`src/sv/spg_pkg.sv`:
```
// Shared constants and types for the sector test pattern generator and checker.
package spg_pkg;

    // Sector geometry. The sector size must stay a power of two.
    localparam int SECTOR_BYTES = 512;
    localparam int SECTOR_BITS  = $clog2(SECTOR_BYTES);
    localparam int HEADER_BYTES = 8;
    localparam int HEADER_BITS  = $clog2(HEADER_BYTES);

    // Default width of the running byte address.
    localparam int ADDRESS_BITS_DEF = 48;

    // Field widths on the ports.
    localparam int BYTE_W   = 8;
    localparam int OUTADR_W = 48;
    localparam int COUNT_W  = 32;
    localparam int OFFSET_W = 48;
    localparam int CFG_IDX_W  = 1;
    localparam int CFG_DATA_W = OFFSET_W;

    // Output tdata layout, packed from bit 0 upward and padded to whole bytes.
    localparam int OUT_FIELDS_W = BYTE_W + OUTADR_W + 1 + COUNT_W;
    localparam int OUT_TDATA_W  = ((OUT_FIELDS_W + 7) / 8) * 8;

    // Configuration register indexes.
    localparam logic [CFG_IDX_W-1:0] CFG_VERIFY_MODE  = 1'd0;
    localparam logic [CFG_IDX_W-1:0] CFG_START_OFFSET = 1'd1;

    // Input opcodes.
    localparam logic OP_NEXT    = 1'b0;
    localparam logic OP_RESTART = 1'b1;

    // Position information for the byte at the current address.
    typedef struct packed {
        logic              in_header;
        logic              first_hdr;
        logic              last_hdr;
        logic [BYTE_W-1:0] exp_byte;
    } t_pos_info;

endpackage

```
`src/sv/sector_pattern_generate_verify.sv`:
```
// Sector test pattern engine: one byte per transaction, address-stamped headers, verify count.
// The block takes one input transaction per clock unless its output stalls, and returns exactly
// one result transaction for each in the cycle after acceptance, via a single output register.
// Input is accepted whenever that register is empty or being taken in the same cycle,
// so with a ready sink the sustained rate is one byte per clock. Each 512-byte sector
// starts with its 8-byte start address, least significant byte first; every other byte
// is the low byte of its own address. In verify mode the read-back header bytes are
// compared and a differing header is flagged on its last byte and counted in a
// saturating 32-bit counter. A restart transaction jumps to the sector-aligned start
// offset and clears the count; writing the start offset alone does not move the address.
module sector_pattern_generate_verify #(
    parameter int ADDRESS_BITS = spg_pkg::ADDRESS_BITS_DEF
) (
    input  logic                               i_clk,
    input  logic                               i_rst_n,
    // Configuration write port.
    input  logic                               i_cfg_wen,
    input  logic [spg_pkg::CFG_IDX_W-1:0]      i_cfg_idx,
    input  logic [spg_pkg::CFG_DATA_W-1:0]     i_cfg_wdata,
    // Input stream.
    input  logic                               s_axis_tvalid,
    output logic                               s_axis_tready,
    input  logic [spg_pkg::BYTE_W-1:0]         s_axis_tdata,  // [7:0] read_byte
    input  logic                               s_axis_tuser,  // [0] opcode
    // Result stream.
    output logic                               m_axis_tvalid,
    input  logic                               m_axis_tready,
    // [7:0] pattern_byte, [55:8] byte_address, [56] sector_mismatch,
    // [88:57] error_total, [95:89] zero
    output logic [spg_pkg::OUT_TDATA_W-1:0]    m_axis_tdata
);
    import spg_pkg::*;

    // Configuration registers.
    logic                  r_verify;
    logic [OFFSET_W-1:0]   r_start;

    // Engine state.
    logic [ADDRESS_BITS-1:0] r_addr, n_addr;
    logic                    r_hdiff, n_hdiff;
    logic [COUNT_W-1:0]      r_count, n_count;

    // Output register.
    logic                  r_m_valid;
    logic [BYTE_W-1:0]     r_o_byte, n_o_byte;
    logic [OUTADR_W-1:0]   r_o_addr, n_o_addr;
    logic                  r_o_flag, n_o_flag;

    logic                    accept;
    logic [63:0]             start64;
    logic [ADDRESS_BITS-1:0] aligned;
    logic [63:0]             addr64;
    logic                    diff;
    logic                    hd_acc;
    t_pos_info               info;

    // A new transaction enters when the output register is free or drains now.
    assign s_axis_tready = !r_m_valid || m_axis_tready;
    assign accept        = s_axis_tvalid && s_axis_tready;

    // Sector-aligned restart address.
    assign start64 = 64'(r_start);
    assign aligned = {start64[ADDRESS_BITS-1:SECTOR_BITS], SECTOR_BITS'(0)};
    assign addr64  = 64'(r_addr);

    spg_pattern #(
        .ADDRESS_BITS(ADDRESS_BITS)
    ) u_pattern (
        .i_addr(r_addr),
        .o_info(info)
    );

    // Next state and result for the accepted transaction.
    always_comb begin
        n_addr   = r_addr;
        n_hdiff  = r_hdiff;
        n_count  = r_count;
        n_o_byte = r_o_byte;
        n_o_addr = r_o_addr;
        n_o_flag = r_o_flag;
        diff     = (s_axis_tdata != info.exp_byte);
        hd_acc   = info.first_hdr ? diff : (r_hdiff || diff);
        if (accept) begin
            if (s_axis_tuser == OP_RESTART) begin
                n_addr   = aligned;
                n_hdiff  = 1'b0;
                n_count  = '0;
                n_o_byte = '0;
                n_o_addr = OUTADR_W'(64'(aligned));
                n_o_flag = 1'b0;
            end else begin
                n_o_byte = info.exp_byte;
                n_o_addr = addr64[OUTADR_W-1:0];
                n_o_flag = 1'b0;
                n_addr   = r_addr + ADDRESS_BITS'(1);
                if (!r_verify) begin
                    n_hdiff = 1'b0;
                end else if (info.in_header) begin
                    n_hdiff = hd_acc;
                    if (info.last_hdr) begin
                        n_hdiff = 1'b0;
                        if (hd_acc) begin
                            n_o_flag = 1'b1;
                            if (r_count != '1) begin
                                n_count = r_count + COUNT_W'(1);
                            end
                        end
                    end
                end
            end
        end
    end

    // Control and state registers.
    always_ff @(posedge i_clk) begin
        if (!i_rst_n) begin
            r_verify  <= 1'b0;
            r_start   <= '0;
            r_addr    <= '0;
            r_hdiff   <= 1'b0;
            r_count   <= '0;
            r_m_valid <= 1'b0;
        end else begin
            if (i_cfg_wen) begin
                unique case (i_cfg_idx)
                    CFG_VERIFY_MODE:  r_verify <= i_cfg_wdata[0];
                    CFG_START_OFFSET: r_start  <= i_cfg_wdata[OFFSET_W-1:0];
                    default: ;
                endcase
            end
            r_addr  <= n_addr;
            r_hdiff <= n_hdiff;
            r_count <= n_count;
            if (accept) begin
                r_m_valid <= 1'b1;
            end else if (m_axis_tready) begin
                r_m_valid <= 1'b0;
            end
        end
    end

    // Result payload register.
    always_ff @(posedge i_clk) begin
        r_o_byte <= n_o_byte;
        r_o_addr <= n_o_addr;
        r_o_flag <= n_o_flag;
    end

    logic [COUNT_W-1:0] r_o_count;

    // The error total shown with each result is the count after that transaction.
    always_ff @(posedge i_clk) begin
        if (accept) begin
            r_o_count <= n_count;
        end
    end

    assign m_axis_tvalid = r_m_valid;
    assign m_axis_tdata  = OUT_TDATA_W'({r_o_count, r_o_flag, r_o_addr, r_o_byte});

endmodule

```
`src/sv/spg_pattern.sv`:
```
// Expected pattern byte and header position for one byte address.
module spg_pattern #(
    parameter int ADDRESS_BITS = spg_pkg::ADDRESS_BITS_DEF
) (
    input  logic [ADDRESS_BITS-1:0] i_addr,
    output spg_pkg::t_pos_info      o_info
);
    import spg_pkg::*;

    logic [SECTOR_BITS-1:0]  pos;
    logic [HEADER_BITS-1:0]  hdr_idx;
    logic [ADDRESS_BITS-1:0] base;
    logic [63:0]             base64;
    logic                    in_hdr;

    // Position inside the sector and the sector's start address.
    assign pos     = i_addr[SECTOR_BITS-1:0];
    assign hdr_idx = pos[HEADER_BITS-1:0];
    assign in_hdr  = (pos < SECTOR_BITS'(HEADER_BYTES));
    assign base    = {i_addr[ADDRESS_BITS-1:SECTOR_BITS], SECTOR_BITS'(0)};
    assign base64  = 64'(base);

    // Header bytes carry the sector start little-endian; others the address low byte.
    always_comb begin
        o_info.in_header = in_hdr;
        o_info.first_hdr = (pos == '0);
        o_info.last_hdr  = (pos == SECTOR_BITS'(HEADER_BYTES - 1));
        if (in_hdr) begin
            o_info.exp_byte = base64[{hdr_idx, 3'b000} +: BYTE_W];
        end else begin
            o_info.exp_byte = i_addr[BYTE_W-1:0];
        end
    end

endmodule
```
`config.mk`:
```
export PLATFORM = sky130hd
export DESIGN_NAME = sector_pattern_generate_verify
export DESIGN_NICKNAME = d
export VERILOG_FILES = /design/src/sv/spg_pkg.sv /design/src/sv/sector_pattern_generate_verify.sv /design/src/sv/spg_pattern.sv
export SDC_FILE = /design/constraint.sdc
export NUM_CORES = 1
export LEC_CHECK = 0
export BUFFER_PORTS_ARGS = -buffer_cell sky130_fd_sc_hd__buf_4
export CAP_MARGIN = 40
export CORE_ASPECT_RATIO = 0.8
export CORE_UTILIZATION = 50
export DETAILED_ROUTE_END_ITERATION = 8
export GPL_TIMING_DRIVEN = 1
export PLACE_DENSITY_LB_ADDON = 0.15
export SYNTH_ARGS = -nofsm -noshare
export SYNTH_HDL_FRONTEND = slang
export SYNTH_SLANG_ARGS = --single-unit
```
`constraint.sdc`:
```
create_clock -name i_clk -period 4.45 [get_ports i_clk]
set_clock_uncertainty 0.15 [all_clocks]
set_input_delay 0.89 -clock i_clk [delete_from_list [all_inputs] [get_ports i_clk]]
set_output_delay 0.89 -clock i_clk [all_outputs]
set_load 0.03 [all_outputs]
```
======== After elaboration in Yosys (flattened, before gate mapping) ========
Cells that the tools add are included.
W data, S select, Z words.
operators by class
  eq/ne operators ......................... 4
  reduce and logical (&&, ||, !) cells .... 10
  add/subtract/negate cells ............... 2
  shift operators ......................... 1
  $lt $le $gt $ge ......................... 1
  bitwise operators ....................... 4
  mux-type cells .......................... 18
operators by type and width
  kind                     count
  $mux W32                 7
  $mux W48                 2
  $shiftx A64 B7 Y8        1
  $add A48 B1 Y48 const B  1
  $add A32 B1 Y32 const B  1
  $ne A32 B32 Y1 const B   1
  $eq A9 B3 Y1 const B     1
  $logic_not A9 Y1         1
  $lt A9 B4 Y1 const B     1
  $mux W1                  8
  $mux W8                  1
  $ne A8 B8 Y1             1
  $reduce_and A2 Y1        3
  $not A1 Y1               4
  $reduce_or A4 Y1         1
  $ne A3 B2 Y1 const B     1
  $logic_or A1 B1 Y1       2
  $reduce_bool A2 Y1       1
  $logic_and A1 B1 Y1      1
  $logic_not A1 Y1         1
word-level totals
  register bits ........................... 220
  word-level logic and storage cells ...... 51

======== Longest topological paths before layout ========
Gate-level depths: netlist of the first run.
  depth after elaboration ................. 11
  depth in mapped cells ................... 12
  gate-level depth less buffers ........... 8

======== By module ========
From an unflattened synthesis of the first run, not the netlist that was laid out.
second synthesis, totals
  cell total of the unflattened synthesis .. 1,096
  area, all modules ....................... 10,040.9 um^2
by module, submodules not included
  module                          times used  area each (um^2)  cells an instance
  sector_pattern_generate_verify  1           9,582.9           1,036
  spg_pattern                     1           457.9             60

======== Least setup slack after synthesis of the first run ========
No wires, ideal clock.
  kind .................................... input-to-reg
  start ................................... in m_axis_tready
  end ..................................... reg r_addr[33]
  data required time ...................... 4.221 ns
  cell stages on the path ................. 7
  setup time .............................. 0.079 ns
  arrival ................................. 4.851 ns
  setup slack ............................. -0.630 ns
  cell sequence ........................... nand2b_1 nand2_1 inv_1 clkbuf_1 clkbuf_1 a22oi_1 nor2_1
on the way
  longest elaborated chain between the ends .. 2
ends and longest elaborated chain
  what                  RTL line                               text
  from (decl)           sector_pattern_generate_verify.sv:27   input logic m_axis_tready,
  $logic_or A1 B1 Y1    sector_pattern_generate_verify.sv:58   assign s_axis_tready = !r_m_valid || m_axis_tready;
  $logic_and A1 B1 Y1   sector_pattern_generate_verify.sv:59   assign accept = s_axis_tvalid && s_axis_tready;
  named net accept      sector_pattern_generate_verify.sv:49   logic accept;
  to (signal assigned)  sector_pattern_generate_verify.sv:131  r_addr <= n_addr;
  to (decl)             sector_pattern_generate_verify.sv:39   logic [ADDRESS_BITS-1:0] r_addr, n_addr;
The timed path passes the listed nets, and every way through them passes these cells.
A chain may end at the register's enable or synchronous reset.

======== Final worst setup path of the first run ========
  start ................................... reg r_addr[3]
  end ..................................... reg r_o_count[15], data pin
on the way
  longest elaborated chain between the ends .. 11
ends and longest elaborated chain
  what                   RTL line                               text
  $lt A9 B4 Y1           spg_pattern.sv:19                      assign in_hdr = (pos < SECTOR_BITS'(HEADER_BYTES));
  $mux W8                spg_pattern.sv:28                      if (in_hdr) begin
  $ne A8 B8 Y1           sector_pattern_generate_verify.sv:81   diff = (s_axis_tdata != info.exp_byte);
  $logic_or A1 B1 Y1     sector_pattern_generate_verify.sv:82   hd_acc = info.first_hdr ? diff : (r_hdiff || diff);
  $mux W1                sector_pattern_generate_verify.sv:82
  $mux W32               sector_pattern_generate_verify.sv:102  if (hd_acc) begin
  $mux W32               sector_pattern_generate_verify.sv:100  if (info.last_hdr) begin
  $mux W32 (*)           sector_pattern_generate_verify.sv:98   end else if (info.in_header) begin
  $mux W32 (*)           sector_pattern_generate_verify.sv:96   if (!r_verify) begin
  $mux W32 (*)           sector_pattern_generate_verify.sv:84   if (s_axis_tuser == OP_RESTART) begin
  $mux W32 (*)           sector_pattern_generate_verify.sv:83   if (accept) begin
  named net n_count[15]  sector_pattern_generate_verify.sv:41   logic [COUNT_W-1:0] r_count, n_count;
  to (signal assigned)   sector_pattern_generate_verify.sv:154  r_o_count <= n_count;
  to (decl)              sector_pattern_generate_verify.sv:149  logic [COUNT_W-1:0] r_o_count;
Mark *: on every way through the listed nets, which the timed path passes. The rest lies on a longest branch.

==> results by group, run 1 <==
Status
  • Status: finished, final reports clean

Global routing
  • Largest net degree at the start of global routing: 67
  • Grt ovf: 0
  • Initial antenna violation count: 0
  • Tot GR Track Use: 25.2%
  • First-pass GRT wire length: 41,600 microns
  • Number of global-route vias before repair: approximately 7.6k

Timing
  • Final Max Tran Viols: 0
  • Setup_tns: 0 ps
  • Max Clock Freq: 257 MHz
  • Final Hold Viols: 0
  • Crit path time final: 3900 ps
  • Final setup violation count: 0
  • Measured slew at the worst slew-check pin: roughly 880 ps
  • Max_slew headroom: between 40% and 50%
  • Tcrit/Tclk final: 87.6%
  • RSZ-0062 raised after global routing: no

Worst setup path
  • CP startpoint kind: flip-flop
  • Critical Path AT: 4100 ps
  • CP top delay family: simple AND/OR/NAND/NOR gates
  • CP endpoint kind: flip-flop
  • Flop2flop setup slack: 550 ps
  • Worst endpoint required time: 4650 ps
  • Critical path type: flip-flop to flip-flop
  • CP Buf/Inv Count: 0
  • Worst Path Max Fanout: 14
  • CP max stage delay: approximately 760 ps
  • Crit-path slowest cell: or4_1
  • CP Cell Sequence: or4_1, nor2_8, nand2_1, a31o_1, or3_1, a211oi_2, or4b_1, a21oi_1

Layout
  • Net count, final: 1,253
  • Layout cells sized above 1: 20.4%
  • Area delta synth->final: 19.1%
  • Cell Count, Final, Fillers Out: 1,467
  • Fill cell count: 1,735
  • Area of the multi-input gates: 4500 sq um
  • Register area: about 5000 sq um
  • ANT cells: 0

Power and ir drop
  • PwrDens: 368 nW/um^2
  • Total power: ~4.4 mW
  • Leak Pwr: ~4.3 nW
  • Peak VDD IR: 225 uV

Detailed routing
  • # DRC: 0
  • Initial drt markers: 733
  • Via-to-Cell Ratio: slightly below 6
  • Drt wl/cell: between 15 and 20 microns
  • DR vias: 8,506
  • Final wirelength: 26,100 microns
  • Pre-Repair DR Iteration Count: 7
  • Antenna Nets Post-Route: 0

Placement
  • Routability congestion estimate: 0.922
  • Port bufs: 145
  • Final HPWL DP: 17,700 microns
  • Placed cell count: between 1k and 1.5k

Clock network
  • Post-CTS Setup Inserts: 0
  • CTS tree: done
  • H-tree depth: 1
  • Worst-skew pair later-pin latency: 510 ps
  • Resized Gates After CTS: 0
  • CTS Hold Buffers Added: 0
  • CTS root buffer: clkbuf_16
  • Clock sink count: 211
  • Cts bufs inserted: 22
  • CTS Buffer Depth: 3
  • Clock Pin Slew Worst Setup and Hold Paths: 60 ps

Floorplanning
  • Die W: 161 microns
  • Initial Utilization: 51.0%
  • FP Rows: 46
  • Die Y: 129 microns
  • Core box area: approximately 20,000 sq um
  • Die area: between 20,000 and 25,000 sq um
  • IO Count: 161

Synth
  • XOR/XNOR Fraction of Synth Area: approximately 1.9%
  • Post-synth EDFFs: between 80 and 90
  • Compound-gate portion of the synthesized area: 17.3%
  • Post-synthesis cell count: ~1.1k
  • Netlist Area Pre-Place: about 10,000 sq um
  • Yosys cell types: 76
  • Top cells by area, synth: edfxtp_1 (27%), dfxtp_1 (24%), a21oi_1 (5.7%), nand2_1 (5.7%), nor2_1 (3.5%)
  • Area share of the largest cell type after synthesis: roughly a quarter
  • Yosys reg bits: 211
  • Post-Synth Adder-Cell Area: 0.373%
  • Ys async rst share: 0%
  • Area leader, netlist: edfxtp_1
  • Synth Flop Type: dfxtp_1
  • Simple-gate share of the synthesized area: 20.0%
  • Post-synthesis mux area share: between 4 and 5%
  • Synth warn: 0
  • Sequential share of the synthesized area: 50.8%
  • Largest family of logic cells by synthesized area: simple AND/OR/NAND/NOR gates
  • Mean Syn Cell Area: a little over 9 sq um

Hold path
  • Hold Path Class: flip-flop to flip-flop

Job
  • Max cap viols: 0
==> synthesized netlist by cell type, types with 4 or more instances <==
library cell  count
o21ai_0          36
xnor2_1          20
inv_1            27
o31ai_1           4
mux2i_1          22
o211ai_1          7
buf_2             8
o21ai_1           9
a211oi_1         11
a311oi_1          4
and3_1           15
nor3_1           20
and2_1            9
nand4_1          16
a2111oi_2         5
buf_4             9
a22oi_1           5
buf_1             4
o22ai_1           6
edfxtp_1         89
dfxtp_1         122
or3_1            23
nand3_1          40
a31oi_1          20
nand2b_1          5
or4_1             6
a21oi_1         115
nor4_1            5
and4_1            7
mux2_2           24
nand2_1         152
o221a_2           7
nor2_1           93
clkbuf_1         57
nor2b_1           7
o41ai_1           7
==> placed cells by master, fill, tap and decap left out, types with 7 or more instances in the layout <==
cell type and count:
a211oi_1 11, a21oi_1 115, a31oi_1 20, and2_1 9
and3_1 15, and4_1 7, buf_4 160, clkbuf_1 8
clkbuf_16 23, conb_1 7, dfxtp_1 122, edfxtp_1 89
inv_1 25, mux2_2 24, mux2i_1 22, nand2_1 151
nand3_1 40, nand4_1 16, nor2_1 92, nor2b_1 7
nor3_1 20, o211ai_1 7, o21ai_0 36, o21ai_1 9
o221a_2 7, o41ai_1 7, or3_1 23, xnor2_1 20
==> per-stage QoR <==
step	area [sq um]	hold slack, ps	setup WS (ps)	util (%)
floorplan	10100	283	856	-
global placement	11300	292	639	57.0
detailed placement	11300	296	581	57.1
CTS	12000	305	568	60.7
global route	12000	320	411	60.7
finish	12000	302	553	60.7
==> metal layers <==
metal / vias to the layer above / part of all wire, % / global-route usage (%)
met3: 42 / 8.1 / 3.51
met1: 3980 / 48 / 39.4
met4: 0 / 2.5 / 7.06
li1: 4136 / - / -
met2: 348 / 41 / 35.9
met5: - / 0 / 0
==> cells by family after synthesis <==
group / Yosys count
XOR/XNOR: 22
flip-flops: 211
AO/OA/AOI/OAI: 270
multiplexers: 46
AND/OR/NAND/NOR: 416
other: 1
adder cells (fa/ha/maj): 3
buffers and inverters: 108
==> layout make-up <==
class                           instances  area share [%]
Multi-Input combinational cell        764            37.6
Timing Repair Buffer                  161            10.1
Inverter                               27           0.867
Sequential cell                       211            42.7
Tap cell                              264            2.76
Clock buffer                           35            5.51
Clock inverter                          5           0.470
==> where the power goes <==
group          leakage (nW)  internal, mW  total [mW]  switching, mW
registers              1.89          2.09        2.14         0.0494
clock network         0.349          1.08        1.82          0.743
logic                  2.10         0.156       0.441          0.285
total                  4.34          3.33        4.40           1.08
==> worst paths after layout <==
check / to / from / cells after the start
min: r_start[23] / r_start[23] / 2
max: r_o_count[15] / r_addr[3] / 8
min reg2reg: r_start[23] / r_start[23] / 2
max reg2reg: r_o_count[15] / r_addr[3] / 8
==> state kept, by name, summed over array words and instances, names as in the netlist <==
signal	count
r_addr	48
r_o_addr	48
r_start	39
r_count	32
r_o_count	32
r_o_byte	8
m_axis_tvalid	1
r_hdiff	1
r_o_flag	1
r_verify	1
==> worst min-delay path, cell delays in order, from the launching register on <==
cell	delay, ps
dfxtp_1	300
nand2_1	50
a21oi_1	50
(Power assumes the default switching activity.)
==> run 2: changes to the inputs <==
--- a/config.mk
+++ b/config.mk
@@ -5,6 +5,7 @@
 export SDC_FILE = /design/constraint.sdc
 export NUM_CORES = 1
 export LEC_CHECK = 0
+export ABC_AREA = 1
 export BUFFER_PORTS_ARGS = -buffer_cell sky130_fd_sc_hd__buf_4
 export CAP_MARGIN = 40
 export CORE_ASPECT_RATIO = 0.8
==> results by group, run 2 <==
Clock network
  • Post-CTS Setup Inserts: 0 (unchanged)
  • Clock sink count: 211 (unchanged)
  • CTS Hold Buffers Added: 0 (unchanged)
  • H-tree depth: 1 (unchanged)
  • CTS root buffer: clkbuf_16
  • CTS Buffer Depth: 3 (unchanged)
  • Resized Gates After CTS: 0 (unchanged)
  • Cts bufs inserted: 23 (+4.5%)
  • Clock Pin Slew Worst Setup and Hold Paths: 60 ps (about the same)
  • CTS tree: done
  • Worst-skew pair later-pin latency: 520 ps (about the same)

Synth
  • Mean Syn Cell Area: 7.52 sq um (-19%)
  • Yosys reg bits: 211 (unchanged)
  • Netlist Area Pre-Place: 10,600 sq um (+5.6%)
  • Post-synthesis mux area share: 0.0942% (-4.8 points)
  • XOR/XNOR Fraction of Synth Area: 0.989% (-0.93 points)
  • Area leader, netlist: edfxtp_1
  • Ys async rst share: 0% (unchanged)
  • Sequential share of the synthesized area: 48.2% (-2.7 points)
  • Post-synth top cells: nand2_1 (298), nor2_1 (214), inv_1 (164)
  • Compound-gate portion of the synthesized area: 10.3% (-6.9 points)
  • Post-synth EDFFs: 89 (unchanged)
  • Largest family of logic cells by synthesized area: simple AND/OR/NAND/NOR gates
  • Synth warn: 0 (unchanged)
  • Area share of the largest cell type after synthesis: 25.2% (-1.4 points)
  • Count leader, synth: nand2_1
  • Post-Synth Adder-Cell Area: 0.353% (-0.020 points)
  • Yosys cell types: 45 (-41%)
  • Top cells by area, synth: edfxtp_1 (25%), dfxtp_1 (23%), nand2_1 (11%), nor2_1 (7.6%), nand3_1 (5.9%)
  • Synth Flop Type: dfxtp_1
  • Post-synthesis cell count: 1,412 (+31%)
  • Simple-gate share of the synthesized area: 30.8% (+11 points)

Detailed routing
  • Antenna Nets Post-Route: 0 (unchanged)
  • Via-to-Cell Ratio: 5.53 (-4.7%)
  • Initial drt markers: 1,122 (+53%)
  • DR vias: 10.0k (+18%)
  • # DRC: 0 (unchanged)
  • Drt wl/cell: 16.3 microns (-8.0%)
  • WL met1: 14,700 microns (+17%)
  • Routed wl met2: 11,600 microns (+9.1%)
  • Max layer used: met4
  • Routed met3 length: 2890 microns (+38%)
  • Pre-Repair DR Iteration Count: 6 (-1)
  • Final wirelength: 29,700 microns (+14%)

Timing
  • Final Max Tran Viols: 0 (unchanged)
  • RSZ-0062 raised after global routing: no
  • Final Hold Viols: 0 (unchanged)
  • Final setup violation count: 0 (unchanged)
  • Tcrit/Tclk final: 78.7% (-8.8 points)
  • Worst Slack Setup Final: 947 ps (+394 ps)
  • Measured slew at the worst slew-check pin: 843 ps (-33.2 ps)
  • Max_slew headroom: 43.7% (+2.2 points)
  • Max Clock Freq: 285 MHz (+11%)
  • Crit path time final: 3500 ps (-394 ps)
  • Setup_tns: 0 ps (unchanged)

Layout
  • Fill cell count: 1,903 (+9.7%)
  • Layout cells sized above 1: 13.6% (-6.8 points)
  • Net count, final: 1,597 (+27%)
  • Final Instance Area: 12,700 sq um (+5.6%)
  • Register area: 5110 sq um (unchanged)
  • Area delta synth->final: 19.1% (about the same)
  • Most frequent cells in the layout: nand2_1 (298), nor2_1 (214), inv_1 (164)
  • Largest regs: r_addr (48), r_o_addr (48), r_start (39)
  • Most common library cell in the layout ignoring fill and taps: nand2_1
  • Area of the multi-input gates: 4550 sq um (+1.1%)
  • ANT cells: 0 (unchanged)

Worst setup path
  • Top cell by count, worst path: inv_1
  • Worst endpoint required time: 4740 ps (+90 ps)
  • Reg-to-Reg Start: m_axis_tvalid
  • CP max stage delay: 630 ps (-130 ps)
  • CP Cell Sequence: buf_4, inv_1, a21oi_4, inv_2, nor2_1, buf_4, inv_1, nand2_1, inv_1, o21ai_0, a21oi_1
  • CP endpoint kind: flip-flop
  • Worst Path Max Fanout: 28 (+14)
  • CP startpoint kind: primary input
  • Crit-path slowest cell: inv_1
  • Critical Path AT: 3800 ps (-300 ps)
  • Critical path type: primary input to flip-flop
  • Setup crit start: m_axis_tready

Placement
  • Placed inst area: 11,800 sq um (+5.2%)
  • Worst slack, placed: 534 ps (-47.2 ps)
  • Final HPWL DP: 20,600 microns (+16%)
  • Routability congestion estimate: 0.940 (+1.9%)
  • Port bufs: 145 (unchanged)

Floorplanning
  • IO Count: 161 (unchanged)
  • Die area: 21,800 sq um (+5.5%)
  • Initial Utilization: 51.2% (+0.21 points)
  • Core box area: 20,800 sq um (+5.2%)
  • Die W: 165 microns (+2.7%)
  • Die Y: 132 microns (+2.7%)
  • FP Rows: 47 (+2.2%)

Status
  • Status: finished, final reports clean

Power and ir drop
  • Leak Pwr: 5.32 nW (+23%)
  • PwrDens: 375 nW/um^2 (+2.1%)
  • Peak VDD IR: 349 uV (+55%)

Global routing
  • Grt ovf: 0 (unchanged)
  • Tot GR Track Use: 26.9% (+1.7 points)
  • Initial antenna violation count: 0 (unchanged)
  • First-pass GRT wire length: 46,700 microns (+12%)
  • Number of global-route vias before repair: 8,745 (+15%)
  • Largest net degree at the start of global routing: 160 (+140%)

Hold path
  • Min-delay src: r_addr[46]
  • Hold Path Class: flip-flop to flip-flop

Job
  • Max cap viols: 0 (unchanged)
[run 2: area by class of cell]
cell class / instances / area share [%]
tap: 269 / 2.66
clock buffer: 31 / 4.95
sequential: 211 / 40.4
clock inverter: 11 / 1.38
inverter: 170 / 5.06
timing repair buffer: 156 / 9.51
multi-input combinational: 969 / 36.0
[run 2: final timing paths]
kind,end,slack (ps),cells past startpoint
setup reg to reg,r_addr[7],1120,9
hold reg to reg,r_addr[46],330,2
hold / removal,r_addr[46],330,2
setup / recovery,r_addr[7],950,11
[run 2: report_power, final]
group	leakage [nW]	internal (mW)	switching, mW	total [mW]
registers	1.90	2.12	0.0693	2.19
logic	3.04	0.171	0.351	0.522
clock network	0.386	1.23	0.803	2.04
[run 2: critical path: cells and delay by family]
kind | cells | cell delay [ps]
buf+inv | 6 | 1850
simple gates | 2 | 650
compound gates | 3 | 390
[run 2: cells by family (layout without fill, tap and decap cells)]
group,Yosys count,count (layout)
buffers and inverters,238,368
and+or+nand+nor,750,750
xor gates and xnor gates,12,12
adders and majority gates,3,3
other,1,7
AOI/OAI and AO/OA,196,196
DFF,211,211
muxes,1,1
[run 2: metal layers]
metal	track usage, %	up-vias
met4	5.50	0
met2	35.2	464
met1	44.6	4614
met5	0	-
li1	-	4923
met3	5.10	38
[run 2: metrics by stage]
stage / hold slack [ps] / power, mW / util [%] / cells
2_1_floorplan: 295 / 2.55 / - / 1418
3_3_place_gp: 303 / 2.73 / 56.9 / 1774
3_5_place_dp: 316 / 2.75 / 57.1 / 1775
4_1_cts: 325 / 4.76 / 60.9 / 1817
5_1_grt: 347 / 4.90 / 60.9 / 1817
6_report: 325 / 4.75 / 60.9 / 1817
==> run 3: changes to the inputs <==
--- a/config.mk
+++ b/config.mk
@@ -5,7 +5,7 @@
 export SDC_FILE = /design/constraint.sdc
 export NUM_CORES = 1
 export LEC_CHECK = 0
-export ABC_AREA = 1
+export ABC_AREA = 0
 export BUFFER_PORTS_ARGS = -buffer_cell sky130_fd_sc_hd__buf_4
 export CAP_MARGIN = 40
 export CORE_ASPECT_RATIO = 0.8
==> constraint.sdc (replaced) <==
create_clock -name i_clk -period 3.6 [get_ports i_clk]
set_clock_uncertainty 0.15 [all_clocks]
set_input_delay 0.72 -clock i_clk [delete_from_list [all_inputs] [get_ports i_clk]]
set_output_delay 0.72 -clock i_clk [all_outputs]
set_load 0.03 [all_outputs]
==> results by group, run 3 (same netlist as run 1, synthesis figures left out) <==
Status
  • Status: complete, but fails checks
  • Failing checks: design-rule violations

Timing
  • Max_slew headroom: 48.5% (+4.8 points)
  • Final Max Tran Viols: 0 (unchanged)
  • Final Hold Viols: 0 (unchanged)
  • Measured slew at the worst slew-check pin: 772 ps (-71.3 ps)
  • Max Clock Freq: 291 MHz
  • RSZ-0062 raised after global routing: no
  • Setup_tns: 0 ps (unchanged)
  • Crit path time final: 3440 ps
  • Final setup violation count: 0 (unchanged)
  • Tcrit/Tclk final: 95.6%

Global routing
  • Grt ovf: 0 (unchanged)
  • Initial antenna violation count: 0 (unchanged)
  • Number of global-route vias before repair: 7,648 (-13%)
  • Largest net degree at the start of global routing: 128 (-20%)
  • First-pass GRT wire length: 41,300 microns (-11%)
  • Tot GR Track Use: 24.9% (-2.0 points)

Worst setup path
  • Worst endpoint required time: 3810 ps (-930 ps)
  • Worst Path Max Fanout: 8 (-71%)
  • Critical Path AT: 3650 ps (-150 ps)
  • CP endpoint kind: flip-flop
  • Reg-to-Reg Start: r_addr[3]
  • CP max stage delay: 730 ps (+100 ps)
  • Critical path type: flip-flop to flip-flop
  • CP Cell Sequence: or4_1, nor2_8, nand2_1, a31o_1, or3_1, buf_4, a211oi_2, or4b_1, a21oi_1
  • CP startpoint kind: flip-flop
  • Crit-path slowest cell: or4_1
  • Setup crit start: r_addr[3]

Clock network
  • CTS tree: done
  • H-tree depth: 1 (unchanged)
  • CTS Buffer Depth: 3 (unchanged)
  • Post-CTS Setup Inserts: 0 (unchanged)
  • Clock Pin Slew Worst Setup and Hold Paths: 60 ps (about the same)
  • Worst-skew pair later-pin latency: 520 ps (about the same)
  • Clock sink count: 211 (unchanged)
  • CTS root buffer: clkbuf_16
  • Cts bufs inserted: 22 (-4.3%)

Detailed routing
  • DR vias: 8,528 (-15%)
  • Initial drt markers: 743 (-34%)
  • Final wirelength: 26,100 microns (-12%)
  • Drt wl/cell: 17.6 microns (+7.6%)
  • Pre-Repair DR Iteration Count: 9 (+3)
  • # DRC: 1 (+1)
  • Antenna Nets Post-Route: 0 (unchanged)
  • Via-to-Cell Ratio: 5.75 (+4.1%)

Layout
  • Register area: 5110 sq um (unchanged)
  • Most frequent cells in the layout: buf_4 (172), nand2_1 (151), dfxtp_1 (122)
  • Layout cells sized above 1: 22.0% (+8.4 points)
  • ANT cells: 0 (unchanged)
  • Final Instance Area: 12,200 sq um (-3.2%)
  • Net count, final: 1,269 (-21%)
  • Fill cell count: 1,696 (-11%)
  • Most common library cell in the layout ignoring fill and taps: buf_4
  • Largest regs: r_addr (48), r_o_addr (48), r_start (39)
  • Area of the multi-input gates: 4510 sq um (-0.99%)
  • Area delta synth->final: 21.7%

Placement
  • Placed inst area: 11,400 sq um (-3.4%)
  • Port bufs: 145 (unchanged)
  • Final HPWL DP: 17,700 microns (-14%)
  • Routability congestion estimate: 0.895 (-4.7%)

Floorplanning
  • Die W: 161 microns (-2.6%)
  • Initial Utilization: 51.0% (-0.21 points)
  • IO Count: 161 (unchanged)
  • Die Y: 129 microns (-2.6%)
  • Core box area: 19,700 sq um (-4.9%)
  • Die area: 20,700 sq um (-5.2%)
  • FP Rows: 46 (-2.1%)

Job
  • Max cap viols: 0 (unchanged)

Hold path
  • Min-delay src: i_cfg_wdata[0]
  • Hold Path Class: primary input to flip-flop

Power and ir drop
  • Peak VDD IR: 351 uV (+0.54%)
  • Total power: 5.66 mW (+19%)
  • PwrDens: 462 nW/um^2 (+23%)
  • Leak Pwr: 4.49 nW (-16%)
==> run 3: changes by cell type in the layout (fill, tap and decap cells not counted), sizes merged, moves of 64 or more <==
cell,before,now
nor2,218,94
o21ai,109,45
inv,171,29
a21oi,43,116
nand2,300,152
nand3,129,40
==> run 3: routing by layer <==
metal	vias to the layer above	wire, microns	global-route usage [%]
met5	-	0	0
met4	0	626	7.00
met3	43	1720	2.93
met2	319	10700	35.1
met1	3988	13100	39.4
li1	4178	-	-
==> run 3: cell type report <==
type / count / share of cell area [%]
flip-flops and latches: 211 / 41.8
multi-input cells: 764 / 36.8
repair buffers: 177 / 11.4
clock buffers: 29 / 5.21
well taps: 264 / 2.70
clock inverters: 11 / 1.22
inverters: 27 / 0.848
==> run 3: critical path: cells and delay by family, from the launching register on <==
family,cells,cell delay (ps)
flops,1,320
buf+inv,1,200
simple gates,5,1980
compound gates,3,650
==> run 3: path summary, 6_finish.rpt <==
check | end | slack [ps] | cells after the start
worst max-delay path | r_o_count[15] | 160 | 9
worst min-delay path | r_verify | 290 | 3
worst max register to register | r_o_count[15] | 160 | 9
worst min register to register | r_start[19] | 300 | 2
==> run 3: what timing repair did <==
action,in CTS,in global routing
setup endpoints to repair,0,17
endpoints found under the hold margin,0,0
hold buffers,0,0
gates resized for setup,0,1
==> run 3: where the power goes <==
group,leakage (nW),switching [mW],internal [mW],total (mW)
logic,2.20,0.353,0.201,0.553
registers,1.89,0.0603,2.59,2.65
clock network,0.394,0.979,1.47,2.45
==> run 3: stage by stage <==
stage               std cells  hold slack [ps]  setup WS [ps]  utilization (%)
CTS                      1483              283           39.5             62.0
detailed placement       1443              296           48.6             58.0
global placement         1442              291           64.2             57.9
floorplan                1083              283            176                -
finish                   1483              291            158             62.0
global route             1483              288           13.3             62.0
